$ cat src/hw/rtl/rac_pkg.sv
`timescale 1ns / 1ps
// ----------------------------------------------------------------------------
// rac_pkg
// shared types, codes and arithmetic helpers of the radial attraction block
// ----------------------------------------------------------------------------
package rac_pkg;

    localparam int FRAC_BITS = 16;
    localparam int NUM_W     = 32 + FRAC_BITS;   // scaled dividend width
    localparam int QUO_W     = NUM_W + 1;        // signed quotient width

    typedef struct packed {
        logic signed [31:0] body_x;
        logic signed [31:0] body_y;
        logic signed [31:0] source_x;
        logic signed [31:0] source_y;
        logic signed [31:0] coef_constant;
        logic signed [31:0] coef_linear;
        logic signed [31:0] coef_square;
        logic               source_present;
        logic               last_source;
    } t_in;

    typedef struct packed {
        logic signed [31:0] force_x;
        logic signed [31:0] force_y;
        logic               significant;
        logic               saturated;
    } t_out;

    // datapath operations
    localparam logic [4:0] OP_NONE    = 5'd0;
    localparam logic [4:0] OP_LOAD    = 5'd1;
    localparam logic [4:0] OP_SQX     = 5'd2;
    localparam logic [4:0] OP_SQY     = 5'd3;
    localparam logic [4:0] OP_LEN2    = 5'd4;
    localparam logic [4:0] OP_SQRT_GO = 5'd5;
    localparam logic [4:0] OP_DSET    = 5'd6;
    localparam logic [4:0] OP_DIV_GO  = 5'd7;
    localparam logic [4:0] OP_DIV_WB  = 5'd8;
    localparam logic [4:0] OP_GAIN    = 5'd9;
    localparam logic [4:0] OP_MULX    = 5'd10;
    localparam logic [4:0] OP_MULY    = 5'd11;
    localparam logic [4:0] OP_ACCY    = 5'd12;
    localparam logic [4:0] OP_FSAT    = 5'd13;
    localparam logic [4:0] OP_FSQX    = 5'd14;
    localparam logic [4:0] OP_FSQY    = 5'd15;
    localparam logic [4:0] OP_EMIT    = 5'd16;

    // division jobs
    localparam logic [2:0] DIV_UX = 3'd0;
    localparam logic [2:0] DIV_UY = 3'd1;
    localparam logic [2:0] DIV_TL = 3'd2;
    localparam logic [2:0] DIV_Q  = 3'd3;
    localparam logic [2:0] DIV_TS = 3'd4;

    // configuration register indexes
    localparam logic REG_MIN_DIST  = 1'b0;
    localparam logic REG_THRESHOLD = 1'b1;

    typedef struct packed {
        logic [4:0] op;
        logic [2:0] div_sel;
    } t_cmd;

    typedef struct packed {
        logic len2_zero;
        logic sqrt_done;
        logic div_done;
        logic out_free;
    } t_sts;

    typedef struct packed {
        logic               clip;
        logic signed [31:0] val;
    } t_sat32;

    typedef struct packed {
        logic               clip;
        logic signed [39:0] val;
    } t_sat40;

    function automatic t_sat32 sat_to32(input logic signed [65:0] v);
        t_sat32 r;
        if (v > 66'sd2147483647) begin
            r.clip = 1'b1;
            r.val  = 32'sh7FFFFFFF;
        end else if (v < -66'sd2147483648) begin
            r.clip = 1'b1;
            r.val  = 32'sh80000000;
        end else begin
            r.clip = 1'b0;
            r.val  = v[31:0];
        end
        return r;
    endfunction

    function automatic t_sat40 sat_to40(input logic signed [65:0] v);
        t_sat40 r;
        if (v > 66'sd549755813887) begin
            r.clip = 1'b1;
            r.val  = 40'sh7FFFFFFFFF;
        end else if (v < -66'sd549755813888) begin
            r.clip = 1'b1;
            r.val  = 40'sh8000000000;
        end else begin
            r.clip = 1'b0;
            r.val  = v[39:0];
        end
        return r;
    endfunction

    // arithmetic shift right by the fraction width, rounding toward zero
    function automatic logic signed [63:0] shr_frac(input logic signed [63:0] p);
        logic signed [63:0] t;
        t = p;
        if (p < 0) begin
            t = p + ((64'sd1 <<< FRAC_BITS) - 64'sd1);
        end
        return t >>> FRAC_BITS;
    endfunction

endpackage

$ cat src/hw/rtl/rac_ctrl.sv
`timescale 1ns / 1ps
// ----------------------------------------------------------------------------
// rac_ctrl
// sequencer: one datapath op a cycle unless waiting on input, a unit or output
// ----------------------------------------------------------------------------
module rac_ctrl import rac_pkg::*; (
    input  logic i_clk,
    input  logic i_rst_n,
    input  logic i_in_valid,
    input  logic i_present,
    input  logic i_last,
    input  t_sts i_sts,
    output logic o_in_ready,
    output t_cmd o_cmd
);

    localparam logic [3:0] S_IDLE = 4'd0;
    localparam logic [3:0] S_SQX  = 4'd1;
    localparam logic [3:0] S_SQY  = 4'd2;
    localparam logic [3:0] S_LEN2 = 4'd3;
    localparam logic [3:0] S_CHK  = 4'd4;
    localparam logic [3:0] S_SQRT = 4'd5;
    localparam logic [3:0] S_DGO  = 4'd6;
    localparam logic [3:0] S_DWT  = 4'd7;
    localparam logic [3:0] S_GAIN = 4'd8;
    localparam logic [3:0] S_MULX = 4'd9;
    localparam logic [3:0] S_MULY = 4'd10;
    localparam logic [3:0] S_ACCY = 4'd11;
    localparam logic [3:0] S_FSAT = 4'd12;
    localparam logic [3:0] S_FSQX = 4'd13;
    localparam logic [3:0] S_FSQY = 4'd14;
    localparam logic [3:0] S_EMIT = 4'd15;

    logic [3:0] r_state, n_state;
    logic       r_last, n_last;
    logic [2:0] r_job, n_job;
    logic [3:0] w_end;

    // after a source: finish the set or wait for the next transaction
    assign w_end = r_last ? S_FSAT : S_IDLE;

    always_comb begin
        n_state       = r_state;
        n_last        = r_last;
        n_job         = r_job;
        o_cmd.op      = OP_NONE;
        o_cmd.div_sel = r_job;
        o_in_ready    = 1'b0;
        unique case (r_state)
            S_IDLE: begin
                o_in_ready = 1'b1;
                if (i_in_valid) begin
                    o_cmd.op = OP_LOAD;
                    n_last   = i_last;
                    if (i_present) begin
                        n_state = S_SQX;
                    end else if (i_last) begin
                        n_state = S_FSAT;
                    end
                end
            end
            S_SQX:  begin o_cmd.op = OP_SQX;  n_state = S_SQY;  end
            S_SQY:  begin o_cmd.op = OP_SQY;  n_state = S_LEN2; end
            S_LEN2: begin o_cmd.op = OP_LEN2; n_state = S_CHK;  end
            S_CHK: begin
                if (i_sts.len2_zero) begin
                    n_state = w_end;
                end else begin
                    o_cmd.op = OP_SQRT_GO;
                    n_state  = S_SQRT;
                end
            end
            S_SQRT: begin
                if (i_sts.sqrt_done) begin
                    o_cmd.op = OP_DSET;
                    n_job    = DIV_UX;
                    n_state  = S_DGO;
                end
            end
            S_DGO: begin o_cmd.op = OP_DIV_GO; n_state = S_DWT; end
            S_DWT: begin
                if (i_sts.div_done) begin
                    o_cmd.op = OP_DIV_WB;
                    if (r_job == DIV_TS) begin
                        n_state = S_GAIN;
                    end else begin
                        n_job   = r_job + 3'd1;
                        n_state = S_DGO;
                    end
                end
            end
            S_GAIN: begin o_cmd.op = OP_GAIN; n_state = S_MULX; end
            S_MULX: begin o_cmd.op = OP_MULX; n_state = S_MULY; end
            S_MULY: begin o_cmd.op = OP_MULY; n_state = S_ACCY; end
            S_ACCY: begin o_cmd.op = OP_ACCY; n_state = w_end;  end
            S_FSAT: begin o_cmd.op = OP_FSAT; n_state = S_FSQX; end
            S_FSQX: begin o_cmd.op = OP_FSQX; n_state = S_FSQY; end
            S_FSQY: begin o_cmd.op = OP_FSQY; n_state = S_EMIT; end
            S_EMIT: begin
                if (i_sts.out_free) begin
                    o_cmd.op = OP_EMIT;
                    n_state  = S_IDLE;
                end
            end
            default: n_state = S_IDLE;
        endcase
    end

    always_ff @(posedge i_clk) begin
        if (!i_rst_n) begin
            r_state <= S_IDLE;
            r_last  <= 1'b0;
            r_job   <= DIV_UX;
        end else begin
            r_state <= n_state;
            r_last  <= n_last;
            r_job   <= n_job;
        end
    end

endmodule

$ cat config.mk
export PLATFORM = sky130hd
export DESIGN_NAME = rac_ctrl
export DESIGN_NICKNAME = d
export VERILOG_FILES = /design/src/hw/rtl/rac_pkg.sv /design/src/hw/rtl/rac_ctrl.sv
export SDC_FILE = /design/constraint.sdc
export NUM_CORES = 1
export LEC_CHECK = 0
export ABC_AREA = 0
export BUFFER_PORTS_ARGS = -buffer_cell sky130_fd_sc_hd__clkbuf_2
export CAP_MARGIN = 20
export CORE_MARGIN = 5
export CORE_UTILIZATION = 45
export DETAILED_ROUTE_END_ITERATION = 8
export HOLD_SLACK_MARGIN = 0.15
export PLACE_DENSITY = 0.75
export SYNTH_ARGS = -nofsm -noshare
export SYNTH_HDL_FRONTEND = slang
export SYNTH_SLANG_ARGS = --single-unit
export TNS_END_PERCENT = 50
$ cat constraint.sdc
create_clock -name i_clk -period 1.6 [get_ports i_clk]
set_clock_uncertainty 0.05 [all_clocks]
set_input_delay 0.32 -clock i_clk [delete_from_list [all_inputs] [get_ports i_clk]]
set_output_delay 0.32 -clock i_clk [all_outputs]
set_load 0.01 [all_outputs]
==> flow_metrics.py <==
metrics = {
    "yosys": {
        "seq_area_frac_synth_pct": 23.84,
        "synth_area_leader_cell": "dfxtp_1",
        "synthFlopType": "dfxtp_1",
        "ys_types": 36,
        "synth_top_area_share_pct": 23.84,
        "syn-cell-area_um2": 671.9,
        "syn_nets": 100,
        "synth_edf_count": 0,
        "ys_seq_elements": 8,
        "synth-async-reset-ratio_pct": 0,
        "netlist_top_cells_area": "dfxtp_1 (24%), o21ai_0 (7.4%), nand2_1 (5.6%)",
        "syn-instance-count": 89,
        "yosys-top-cells-count": "nand2_1 (10), o21ai_0 (10), dfxtp_1 (8)",
        "ys_warn_count": 0,
        "syn-mean-instance-area_um2": 7.549,
    },
    "clock_tree": {
        "cts_tree": "done",
        "cts_buffer_depth": 2,
        "numCtsBuffers": 3,
        "cts_root_buf": "clkbuf_4",
        "clock_latency_ns": 0.26,
        "path_clk_slew_ns": 0.06,
        "cts_sinks": 8,
        "htree_levels": 1,
    },
    "finish": {
        "multiInputGateArea_um2": 506.7,
        "layout.area.seq_um2": 177.7,
        "synthToLayoutAreaGrowth_pct": 53.63,
        "stdcell_area_mm2": 0.001032,
        "drive_gt1_share_pct": 49.23,
        "finalNetCount": 143,
        "fillers": 123,
        "diodes": 0,
    },
    "routing": {
        "postRouteAntennaNets": 0,
        "wl_um": 2290,
        "avgViaCountPerCell": 5.938,
        "drc": 0,
        "drtIter0Drc": 36,
        "routedWlPerCell_um": 15.68,
        "dr.pass1.iters": 4,
        "via_count": 867,
    },
    "sta": {
        "tightest_slew_ns": 0.3101,
        "slew_headroom_pct": 79.06,
        "setup_violations": 4,
        "finalCriticalPeriod_ns": 1.730,
        "drv_slew": 0,
        "tns_ns": -0.2658,
        "hold_viol": 0,
        "fmax_mhz": 578.2,
        "fin_ws_ns": -0.1296,
        "holdWs_ns": 0.2684,
        "fin_crit_sh_pct": 108.1,
        "rsz0062_at_grt": "yes",
    },
    "worst_setup_path": {
        "startpoint_type": "flip-flop",
        "r2r_end": "r_state[1]",
        "cp_max_fo": 6,
        "end_kind": "output pin",
        "path_class": "flip-flop to output pin",
        "r2r_cells": 6,
        "r2r_start": "r_state[3]",
        "critical_path_required_ns": 1.23,
        "cp.arrival_ns": 1.36,
        "rrSetupSlack_ns": 0.03,
    },
    "worst_hold_path": {
        "hold_start": "i_last",
        "hold-path-cell-count": 3,
        "min_to": "r_last",
        "hold_class": "input pin to flip-flop",
    },
    "status": {
        "outcome": "finished, violations left",
        "failed_checks": "setup timing",
    },
    "floorplan": {
        "start_util_pct": 46.21,
        "die_area_mm2": 0.002366,
        "pin_count": 18,
        "fp.dieH_um": 48.64,
        "die_x_um": 48.64,
        "core_area_mm2": 0.001454,
        "std_cell_rows": 14,
    },
    "place": {
        "place_ws_ns": 0.007210,
        "post-dp-hpwl_um": 1361,
        "io_buffers": 17,
        "place.gp.congestion": 0.8996,
        "dpl_cell_area_um2": 837.1,
    },
    "global_routing": {
        "first_global_vias": 764,
        "grt.overflow.total": 0,
        "antenna_found_initial": 0,
        "grt_pass1_wl_um": 3643,
        "grt_use_total_pct": 18.87,
        "grt_max_degree": 8,
    },
    "power_and_ir_drop": {
        "power_density_mw_per_mm2": 1824,
        "p_leak_nw": 0.4514,
        "p_total_mw": 1.883,
        "peakVddDrop_mv": 1.084,
    },
    "flow_run": {
        "maxCapViolCount": 0,
    },
}
[timing repair]
| action | in CTS | in global routing |
|---|---|---|
| buffers inserted | 14 | 2 |
| hold buffers | 0 | 0 |
| pin swaps | 4 | 4 |
| setup endpoints to repair | 6 | 8 |
| gates resized for setup | 19 | 14 |
[worst max-delay path by stage]
stage	slack, ns	start	endpoint	cells after the start
3_3_place_gp	0.05	r_state[0]	o_cmd[5]	4
3_5_place_dp	0.007	r_state[0]	o_cmd[5]	4
5_1_grt	-0.17	r_state[2]	o_cmd[4]	4
4_1_cts	-0.07	r_state[3]	o_cmd[3]	5
2_1_floorplan	0.0008	r_job[0]	r_job[2]	6
6_report	-0.13	r_state[2]	o_cmd[4]	4
[cell type report]
cell class | count | area share [%]
Timing Repair Buffer | 42 | 27.39
Tap cell | 16 | 1.939
Sequential cell | 8 | 17.21
Multi-Input combinational cell | 71 | 49.09
Inverter | 6 | 2.182
Clock buffer | 3 | 2.182
[where the power goes]
part | leakage, nW | total [mW] | switching (mW) | internal [mW]
clock | 0.0138 | 0.167 | 0.0804 | 0.0866
sequential | 0.0690 | 0.397 | 0.115 | 0.282
combinational | 0.369 | 1.32 | 0.612 | 0.708
[routing by layer]
layer | global-route usage (%) | share of wire [%] | vias to the layer above
li1 | - | - | 415
met1 | 24.49 | 40 | 394
met2 | 30.87 | 48 | 48
met3 | 2.761 | 7.9 | 10
met4 | 7.623 | 3.9 | 0
met5 | 0 | 0 | -
[cells by family (layout without fill, tap and decap cells)]
family,after synthesis,count (layout),share of synthesized area (%)
AND/OR/NAND/NOR,37,37,34.08
AO/OA/AOI/OAI,31,31,30.54
buffers and inverters,10,51,6.331
flip-flops,8,8,23.84
adder cells (fa/ha/maj),2,2,3.724
multiplexers,1,1,1.490
[flip-flops by register name (all words and copies together) (netlist names)]
signal and flops:
r_state 4, r_job 3, r_last 1
[stage by stage]
stage / instances / utilization (%)
finish: 146 / 71.00
detailed placement: 128 / 57.57
global route: 146 / 71.00
floorplan: 89 / -
CTS: 145 / 68.50
global placement: 128 / 57.57
[cells in the final DEF (no fill, tap or decap), drive strengths merged, types with 2 or more instances in the layout]
| cell type | count |
|---|---|
| nor2 | 4 |
| nand3 | 6 |
| a31oi | 2 |
| a22oi | 2 |
| nor2b | 2 |
| clkbuf | 15 |
| and3 | 3 |
| o21ai | 12 |
| a21oi | 4 |
| inv | 6 |
| buf | 30 |
| and2 | 2 |
| nand2 | 10 |
| dfxtp | 8 |
| nand2b | 3 |
| o2bb2ai | 2 |
| a221oi | 2 |
| ha | 2 |
[critical path, cell delays in order (launching register included)]
cell     delay (ns)
dfxtp_4        0.40
or2b_1         0.25
o21ai_1        0.15
o21ai_1        0.13
buf_2          0.17
No activity file was read; power rests on OpenSTA's default activity.
